**src/sv/rfv_pkg.sv**
```systemverilog
package rfv_pkg;

  localparam int unsigned HeaderBytes = 16;
  localparam logic [31:0] CrcPoly     = 32'h82F63B78;
  localparam logic [31:0] CrcInit     = 32'hFFFFFFFF;

  typedef enum logic [1:0] {
    STATUS_OK        = 2'd0,
    STATUS_SHORT     = 2'd1,
    STATUS_BAD_MAGIC = 2'd2,
    STATUS_CRC_ERR   = 2'd3
  } status_t;

  typedef struct packed {
    status_t     status;
    logic [31:0] version;
    logic [31:0] feature_flags;
    logic [31:0] stored_crc;
    logic [31:0] computed_crc;
    logic [31:0] body_bytes;
  } result_t;

  // reflected CRC-32C, one byte, LSB first
  function automatic logic [31:0] crc32c_byte(input logic [31:0] crc, input logic [7:0] b);
    logic [31:0] c;
    c = crc ^ {24'd0, b};
    for (int k = 0; k < 8; k++) begin
      c = c[0] ? ((c >> 1) ^ CrcPoly) : (c >> 1);
    end
    return c;
  endfunction

endpackage

```
**src/sv/rfv_in_if.sv**
```systemverilog
interface rfv_in_if;
  logic       valid;
  logic       ready;
  logic [7:0] data_byte;
  logic       last_byte;

  modport source (output valid, output data_byte, output last_byte, input ready);
  modport sink   (input valid, input data_byte, input last_byte, output ready);
endinterface

```
**src/sv/rfv_out_if.sv**
```systemverilog
interface rfv_out_if;
  logic        valid;
  logic        ready;
  logic [1:0]  status;
  logic [31:0] version;
  logic [31:0] feature_flags;
  logic [31:0] stored_crc;
  logic [31:0] computed_crc;
  logic [31:0] body_bytes;

  modport source (output valid, output status, output version, output feature_flags,
                  output stored_crc, output computed_crc, output body_bytes, input ready);
  modport sink   (input valid, input status, input version, input feature_flags,
                  input stored_crc, input computed_crc, input body_bytes, output ready);
endinterface

```
**src/sv/record_file_verifier_top.sv**
```systemverilog
// Record file verifier.
// byte_in carries the file one word (a byte plus a last flag) per handshake.
// Bytes 0-3 are checked against the magic register, bytes 4-15 are captured
// as the little-endian version, capability flags and stored CRC words, and
// every later byte is folded into a CRC-32C and counted.
// result_out carries one word per file, produced by the byte flagged last:
// status (ok / too short / bad magic / crc mismatch), header words, the
// computed CRC and the saturated body length.
// Throughput: one byte per cycle while byte_in.ready is high. The CRC
// update is an unrolled eight-bit step in the path from byte_in to the
// state and result registers. The result word of a last byte is
// registered into the output register, or into a one-word skid stage
// while the output register holds a result; byte_in.ready drops only
// while the skid stage holds a second result that result_out has not taken.
// The user writes magic (cfg_wr_en / cfg_wr_data) only while the block is idle; the block never checks.
// Reset (rst, synchronous) clears the file state, both result stages and
// the magic register; after each last byte the file state returns to its
// reset values, the magic register is kept.
module record_file_verifier_top #(
  parameter int unsigned COUNT_WIDTH = 32
) (
  input  logic        clk,
  input  logic        rst,
  rfv_in_if.sink      byte_in,
  rfv_out_if.source   result_out,
  input  logic        cfg_wr_en,
  input  logic [31:0] cfg_wr_data
);
  import rfv_pkg::*;

  localparam logic [4:0] PosFull = 5'(HeaderBytes);
  localparam logic [4:0] PosLast = 5'(HeaderBytes - 1);

  // file state
  logic [31:0]            magic_word;
  logic [4:0]             byte_position, byte_position_next;
  logic                   magic_matched, magic_matched_next;
  logic [31:0]            version_word, version_word_next;
  logic [31:0]            flags_word, flags_word_next;
  logic [31:0]            header_crc_word, header_crc_word_next;
  logic [31:0]            crc_accum, crc_accum_next;
  logic [COUNT_WIDTH-1:0] body_count, body_count_next;

  // result stages
  logic    out_valid, skid_valid;
  result_t out_data, skid_data;
  result_t new_result;

  logic       accept, res_fire, out_take;
  logic [7:0] b;
  logic [1:0] lane;
  logic [7:0] magic_lane;
  logic       complete;
  logic [31:0] crc_final;
  logic [63:0] cnt_wide;
  logic [31:0] cnt_clamped;

  assign byte_in.ready = !skid_valid;
  assign accept        = byte_in.valid && byte_in.ready;
  assign res_fire      = accept && byte_in.last_byte;
  assign out_take      = out_valid && result_out.ready;

  assign b          = byte_in.data_byte;
  assign lane       = byte_position[1:0];
  assign magic_lane = magic_word[{lane, 3'b000} +: 8];
  assign complete   = byte_position >= PosLast;

  // per-byte update of the file state
  always_comb begin
    magic_matched_next   = magic_matched;
    version_word_next    = version_word;
    flags_word_next      = flags_word;
    header_crc_word_next = header_crc_word;
    crc_accum_next       = crc_accum;
    body_count_next      = body_count;
    byte_position_next   = byte_position;
    priority if (byte_position < 5'd4) begin
      if (magic_lane != b) magic_matched_next = 1'b0;
    end else if (byte_position < 5'd8) begin
      version_word_next[{lane, 3'b000} +: 8] = b;
    end else if (byte_position < 5'd12) begin
      flags_word_next[{lane, 3'b000} +: 8] = b;
    end else if (byte_position < PosFull) begin
      header_crc_word_next[{lane, 3'b000} +: 8] = b;
    end else begin
      crc_accum_next = crc32c_byte(crc_accum, b);
      if (body_count != {COUNT_WIDTH{1'b1}}) body_count_next = body_count + COUNT_WIDTH'(1);
    end
    if (byte_position < PosFull) byte_position_next = byte_position + 5'd1;
  end

  // result word for a last byte
  assign crc_final   = ~crc_accum_next;
  assign cnt_wide    = 64'(body_count_next);
  assign cnt_clamped = (cnt_wide > 64'h0000_0000_FFFF_FFFF) ? 32'hFFFF_FFFF : cnt_wide[31:0];

  always_comb begin
    if (!complete) begin
      new_result        = '0;
      new_result.status = STATUS_SHORT;
    end else begin
      new_result.version       = version_word_next;
      new_result.feature_flags = flags_word_next;
      new_result.stored_crc    = header_crc_word_next;
      new_result.computed_crc  = crc_final;
      new_result.body_bytes    = cnt_clamped;
      priority if (!magic_matched_next)          new_result.status = STATUS_BAD_MAGIC;
      else if (crc_final != header_crc_word_next) new_result.status = STATUS_CRC_ERR;
      else                                        new_result.status = STATUS_OK;
    end
  end

  always_ff @(posedge clk) begin
    if (rst) begin
      magic_word <= '0;
    end else if (cfg_wr_en) begin
      magic_word <= cfg_wr_data;
    end
  end

  always_ff @(posedge clk) begin
    if (rst || res_fire) begin
      byte_position   <= '0;
      magic_matched   <= 1'b1;
      version_word    <= '0;
      flags_word      <= '0;
      header_crc_word <= '0;
      crc_accum       <= CrcInit;
      body_count      <= '0;
    end else if (accept) begin
      byte_position   <= byte_position_next;
      magic_matched   <= magic_matched_next;
      version_word    <= version_word_next;
      flags_word      <= flags_word_next;
      header_crc_word <= header_crc_word_next;
      crc_accum       <= crc_accum_next;
      body_count      <= body_count_next;
    end
  end

  // output register with one skid word behind it
  always_ff @(posedge clk) begin
    if (rst) begin
      out_valid  <= 1'b0;
      skid_valid <= 1'b0;
    end else if (!out_valid || out_take) begin
      if (skid_valid) begin
        out_valid  <= 1'b1;
        out_data   <= skid_data;
        skid_valid <= 1'b0;
      end else begin
        out_valid <= res_fire;
        if (res_fire) out_data <= new_result;
      end
    end else if (res_fire) begin
      skid_valid <= 1'b1;
      skid_data  <= new_result;
    end
  end

  assign result_out.valid         = out_valid;
  assign result_out.status        = out_data.status;
  assign result_out.version       = out_data.version;
  assign result_out.feature_flags = out_data.feature_flags;
  assign result_out.stored_crc    = out_data.stored_crc;
  assign result_out.computed_crc  = out_data.computed_crc;
  assign result_out.body_bytes    = out_data.body_bytes;

  // checks
  a_skid_behind_out: assert property (@(posedge clk) disable iff (rst)
    skid_valid |-> out_valid)
    else $error("skid word held with output register empty");

  a_last_gives_result: assert property (@(posedge clk) disable iff (rst)
    res_fire |=> (out_valid && byte_position == 5'd0 && crc_accum == CrcInit))
    else $error("last byte did not produce a result and clear file state");

  a_pos_bound: assert property (@(posedge clk) disable iff (rst)
    byte_position <= PosFull)
    else $error("byte position ran past header");

  a_body_after_header: assert property (@(posedge clk) disable iff (rst)
    (byte_position != PosFull) |-> (body_count == '0 && crc_accum == CrcInit))
    else $error("body state moved before header complete");

endmodule

```
**src/flat_wrapper.sv**
```systemverilog
// flat-port wrapper written by rule: the top's interface ports become plain ports
module record_file_verifier_top_flat import rfv_pkg::*;
#(
  parameter int unsigned COUNT_WIDTH = 32
)
  (clk, rst, cfg_wr_en, cfg_wr_data, byte_in_valid, byte_in_data_byte, byte_in_last_byte, byte_in_ready, result_out_valid, result_out_status, result_out_version, result_out_feature_flags, result_out_stored_crc, result_out_computed_crc, result_out_body_bytes, result_out_ready);
  rfv_in_if byte_in_i ();
  rfv_out_if result_out_i ();
  input  logic clk;
  input  logic rst;
  input  logic cfg_wr_en;
  input  logic [31:0] cfg_wr_data;
  input wire logic [$bits(byte_in_i.valid)-1:0] byte_in_valid;
  input wire logic [$bits(byte_in_i.data_byte)-1:0] byte_in_data_byte;
  input wire logic [$bits(byte_in_i.last_byte)-1:0] byte_in_last_byte;
  output wire logic [$bits(byte_in_i.ready)-1:0] byte_in_ready;
  output wire logic [$bits(result_out_i.valid)-1:0] result_out_valid;
  output wire logic [$bits(result_out_i.status)-1:0] result_out_status;
  output wire logic [$bits(result_out_i.version)-1:0] result_out_version;
  output wire logic [$bits(result_out_i.feature_flags)-1:0] result_out_feature_flags;
  output wire logic [$bits(result_out_i.stored_crc)-1:0] result_out_stored_crc;
  output wire logic [$bits(result_out_i.computed_crc)-1:0] result_out_computed_crc;
  output wire logic [$bits(result_out_i.body_bytes)-1:0] result_out_body_bytes;
  input wire logic [$bits(result_out_i.ready)-1:0] result_out_ready;
  assign byte_in_i.valid = byte_in_valid;
  assign byte_in_i.data_byte = byte_in_data_byte;
  assign byte_in_i.last_byte = byte_in_last_byte;
  assign byte_in_ready = byte_in_i.ready;
  assign result_out_valid = result_out_i.valid;
  assign result_out_status = result_out_i.status;
  assign result_out_version = result_out_i.version;
  assign result_out_feature_flags = result_out_i.feature_flags;
  assign result_out_stored_crc = result_out_i.stored_crc;
  assign result_out_computed_crc = result_out_i.computed_crc;
  assign result_out_body_bytes = result_out_i.body_bytes;
  assign result_out_i.ready = result_out_ready;
  record_file_verifier_top #(.COUNT_WIDTH(COUNT_WIDTH)) u_core (.clk(clk), .rst(rst), .byte_in(byte_in_i), .result_out(result_out_i), .cfg_wr_en(cfg_wr_en), .cfg_wr_data(cfg_wr_data));
endmodule
```
**config.mk**
```make
export PLATFORM = sky130hd
export DESIGN_NAME = record_file_verifier_top_flat
export DESIGN_NICKNAME = d
export VERILOG_FILES = /design/src/sv/rfv_pkg.sv /design/src/sv/rfv_in_if.sv /design/src/sv/rfv_out_if.sv /design/src/sv/record_file_verifier_top.sv /design/src/flat_wrapper.sv
export SDC_FILE = /design/constraint.sdc
export NUM_CORES = 1
export LEC_CHECK = 0
export BUFFER_PORTS_ARGS = -buffer_cell sky130_fd_sc_hd__buf_2
export CAP_MARGIN = 10
export CORE_MARGIN = 2
export CORE_UTILIZATION = 35
export DETAILED_ROUTE_END_ITERATION = 12
export GPL_TIMING_DRIVEN = 0
export HOLD_SLACK_MARGIN = 0.08
export MAX_ROUTING_LAYER = met4
export PLACE_DENSITY = 0.6
export SLEW_MARGIN = 40
export SYNTH_ARGS = -nofsm -noshare
export SYNTH_HDL_FRONTEND = slang
export SYNTH_SLANG_ARGS = --single-unit
```
**constraint.sdc**
```tcl
create_clock -name clk -period 14.5 [get_ports clk]
set_clock_uncertainty 0.1 [all_clocks]
set_input_delay 2.9 -clock clk [delete_from_list [all_inputs] [get_ports clk]]
set_output_delay 2.9 -clock clk [all_outputs]
set_load 0.02 [all_outputs]
```
==> run_results.csv <==
group,metric,value,unit
outcome,status,"finished, final reports clean",
synthesis,yosys.area.top_type,"edfxtp_1",
grt,gr-usage-all-layers,21.1,%
power_and_ir_drop,p_switching,0.820,mW
floorplanning,core_area,68700,um^2
placement,hpwl,56.5,mm
cts,cts_made_buffers,56,
sta,setup_viol,0,
final_layout,final_area,28700,um^2
worst_setup_path,crit_arrival,6.71,ns
placement,postPlaceCellArea,26900,um^2
worst_setup_path,cp.buffers_inverters,1,
sta,rsz0062_at_grt,"false",
placement,routabilityCongestion,0.991,
worst_setup_path,critPathKind,"in -> reg",
cts,clock_latency,0.61,ns
power_and_ir_drop,leakage,9.56,nW
power_and_ir_drop,p_int,2.55,mW
min_path,hold_class,"reg -> reg",
floorplanning,die-width,268,um
grt,grt_max_degree,16,
synthesis,netlist_top_cells_area,"edfxtp_1 40%, dfxtp_1 16%, nand2_1 5.4%, nor2_1 5.1%, o31ai_1 4.6%",
final_layout,nFillCells,6668,
floorplanning,num_rows,96,
final_layout,nets,2626,
worst_setup_path,end_kind,"register",
power_and_ir_drop,max-vdd-ir-drop,0.0000963,V
worst_setup_path,path_max_fanout,8,
detailed_routing,vias,18423,
worst_setup_path,cp_num_cells,11,
cts,clockBufferDepth,3,
detailed_routing,drc,0,
worst_setup_path,cp_slowest_cell,"xnor2_1",
floorplanning,start_util,35.4,%
sta,clock.fmax,154,MHz
worst_setup_path,r2r_setup_slack,8.75,ns
synthesis,ys.flop_type,"edfxtp_1",
worst_setup_path,cp-start-kind,"primary input",
worst_setup_path,slowest_delay,0.69,ns
power_and_ir_drop,p_total,3.37,mW
worst_setup_path,crit_chain,"buf_2 -> xnor2_2 -> xnor2_2 -> xnor2_1 -> xor2_1 -> xor2_1 -> o22ai_1 -> nor3_1 -> o2111ai_1 -> nor2_1 -> o31ai_1",
cts,postCtsSetupRepairBufs,0,
detailed_routing,routed_wl,74.3,mm
placement,numPortBuffers,204,
synthesis,ys_ff_latch,524,
grt,grt-ovfl-total,0,
detailed_routing,drtAntennaViolNets,0,
cts,hold_buffers,0,
grt,grt_pass1_vias,18055,
sta,max_slew_margin,42.3,%
synthesis,synth_area,24300,um^2
final_layout,diodes,0,
synthesis,yosysSeqAreaShare,56.4,%
cts,clk_pin_slew_worst_paths,0.06,ns
power_and_ir_drop,clkPwrFrac,43.3,%
synthesis,synth.net_count,2334,
cts,root_buffer,"clkbuf_16",
sta,finalCritPeriodShare,44.8,%
synthesis,yosys.area.top_type_share,40.0,%
final_layout,layout-drive-gt1-share,15.3,%
detailed_routing,avgViaCountPerCell,5.19,
worst_setup_path,timing.rr.start,"u_core.byte_position[0]",
final_layout,final_core_util,41.8,%
worst_setup_path,critPathRequiredTime,14.70,ns
floorplanning,dieArea,71700,um^2
cts,clock_sinks,524,
worst_setup_path,r2r-end,"u_core.result_out.status[1]",
detailed_routing,drt_iter0_drc,1725,
sta,worstMarginPinSlew,0.866,ns
power_and_ir_drop,p_sw_share,24.3,%
synthesis,synth_edf_count,324,
grt,grt_pass1_wl,111,mm
cts,cts_tree,"built",
sta,fin_tns_setup,0,ns
floorplanning,fp.dieH,268,um
sta,slew_violations,0,
power_and_ir_drop,power_frac_seq,47.6,%
power_and_ir_drop,power.density,117,nW/um^2
run,maxCapViolCount,0,
worst_setup_path,rr_worst_depth,15,
synthesis,syn_inst,2280,
grt,grt_antenna_before_repair,2,
final_layout,areaGrowthSynthToFinish,18.0,%
worst_setup_path,startpoint,"byte_in_data_byte[6]",
sta,finalCriticalPeriod,6.50,ns
cts,cts.htree.levels,2,
detailed_routing,firstDrtPassIters,6,
floorplanning,pin_count,210,
synthesis,avgSynthCellArea,10.7,um^2
synthesis,synth_cell_types,64,
cts,cts_resized,0,
power_and_ir_drop,combPwrFrac,9.1,%
synthesis,yosys_warnings,0,
detailed_routing,avgRoutedWirePerCell,20.9,um
worst_setup_path,crit_end,"u_core.result_out.status[1]",
sta,hold_violations,0,
worst_setup_path,crit_family,"XOR/XNOR gates",
synthesis,async_flop_share,0,%
worst min-delay path by stage:
stage | from | to | cells past startpoint
after floorplan | u_core.flags_word[10] | u_core.flags_word[10] | 2
after global placement | u_core.version_word[25] | u_core.version_word[25] | 2
after detailed placement | u_core.flags_word[20] | u_core.flags_word[20] | 2
after CTS | u_core.flags_word[20] | u_core.flags_word[20] | 2
after global routing | u_core.version_word[20] | u_core.version_word[20] | 2
final | u_core.flags_word[18] | u_core.flags_word[18] | 2
power groups by stage:
stage / Combinational [mW] / Clock (mW) / Sequential (mW)
after floorplan: 0.178 / 0 / 1.66
after global placement: 0.297 / 0 / 1.64
after detailed placement: 0.302 / 0 / 1.64
after CTS: 0.303 / 1.49 / 1.61
after global routing: 0.322 / 1.55 / 1.61
final: 0.306 / 1.46 / 1.61
final cells by class:
type,count,area (um^2),area share (%)
inverter,15,56.3,0.196
clock inverter,24,268,0.932
buffer,175,679,2.37
multi-input combinational,1566,9910,34.5
tap,931,1160,4.06
clock buffer,80,1590,5.54
timing repair buffer,234,1330,4.61
sequential,524,13700,47.8
stage by stage:
step / cells / hold slack (ns) / worst slack [ns]
floorplan: 2280 / 0.336 / 4.26
global placement: 3415 / 0.341 / 1.27
detailed placement: 3444 / 0.346 / 7.49
CTS: 3548 / 0.354 / 8.10
global route: 3549 / 0.377 / 7.96
finish: 3549 / 0.356 / 8.00
Yosys cell counts, types with 26 or more instances:
library cell / instances
a211oi_1: 26
a21oi_1: 105
xnor2_1: 93
o31ai_1: 148
mux2i_1: 90
a22oi_1: 37
and3_1: 26
nor3_1: 26
and2_1: 33
o211ai_1: 30
clkbuf_1: 143
dfxtp_1: 200
edfxtp_1: 324
nand2_1: 347
xor2_1: 64
nor2_1: 332
tightest hold or removal path: cells and delay by family (launching register included):
family	cells	cell delay [ns]
AND/OR/NAND/NOR	1	0.05
AO/OA/AOI/OAI	1	0.05
flip-flops	1	0.31
kinds of logic after synthesis:
kind of cell | synth area share, %
simple gates | 14.6
flops | 56.4
compound gates | 11.1
xor+xnor | 8.98
buf+inv | 2.99
mux | 5.46
fa+ha+maj | 0.411
layer usage:
| metal | vias up | track usage [%] | part of all wire (%) |
|---|---|---|---|
| met2 | 624 | 34.0 | 48 |
| met3 | 138 | 2.38 | 5.6 |
| li1 | 8701 | - | - |
| met4 | 0 | 6.67 | 3.2 |
| met5 | - | - | 0 |
| met1 | 8960 | 27.7 | 43 |
sequential cells by signal (all words and copies together), names as in the netlist:
name                             count
u_core.magic_word                   32
u_core.crc_accum                    32
u_core.result_out.valid              1
u_core.result_out.stored_crc        32
u_core.magic_matched                 1
u_core.body_count                   32
u_core.result_out.version           32
u_core.byte_position                 5
u_core.version_word                 32
u_core.skid_data                   162
u_core.result_out.feature_flags     32
u_core.flags_word                   32
u_core.result_out.body_bytes        32
u_core.result_out.computed_crc      32
u_core.header_crc_word              32
u_core.skid_valid                    1
u_core.result_out.status             2
layout by cell type, fill, tap and decap left out, types with 23 or more instances in the layout:
cell and count:
nor3_1 24, and2_1 33, o31ai_1 148, xor2_1 64, nand2_1 347, buf_2 213
clkbuf_16 59, dfxtp_1 200, edfxtp_1 324, buf_1 23, and3_1 26, nor2_1 332
xnor2_1 93, mux2i_1 89, a22oi_1 37, a21oi_1 105, clkbuf_1 149, o211ai_1 30
nand3_1 24, a211oi_1 26
Power figures use the tool's default switching activity.
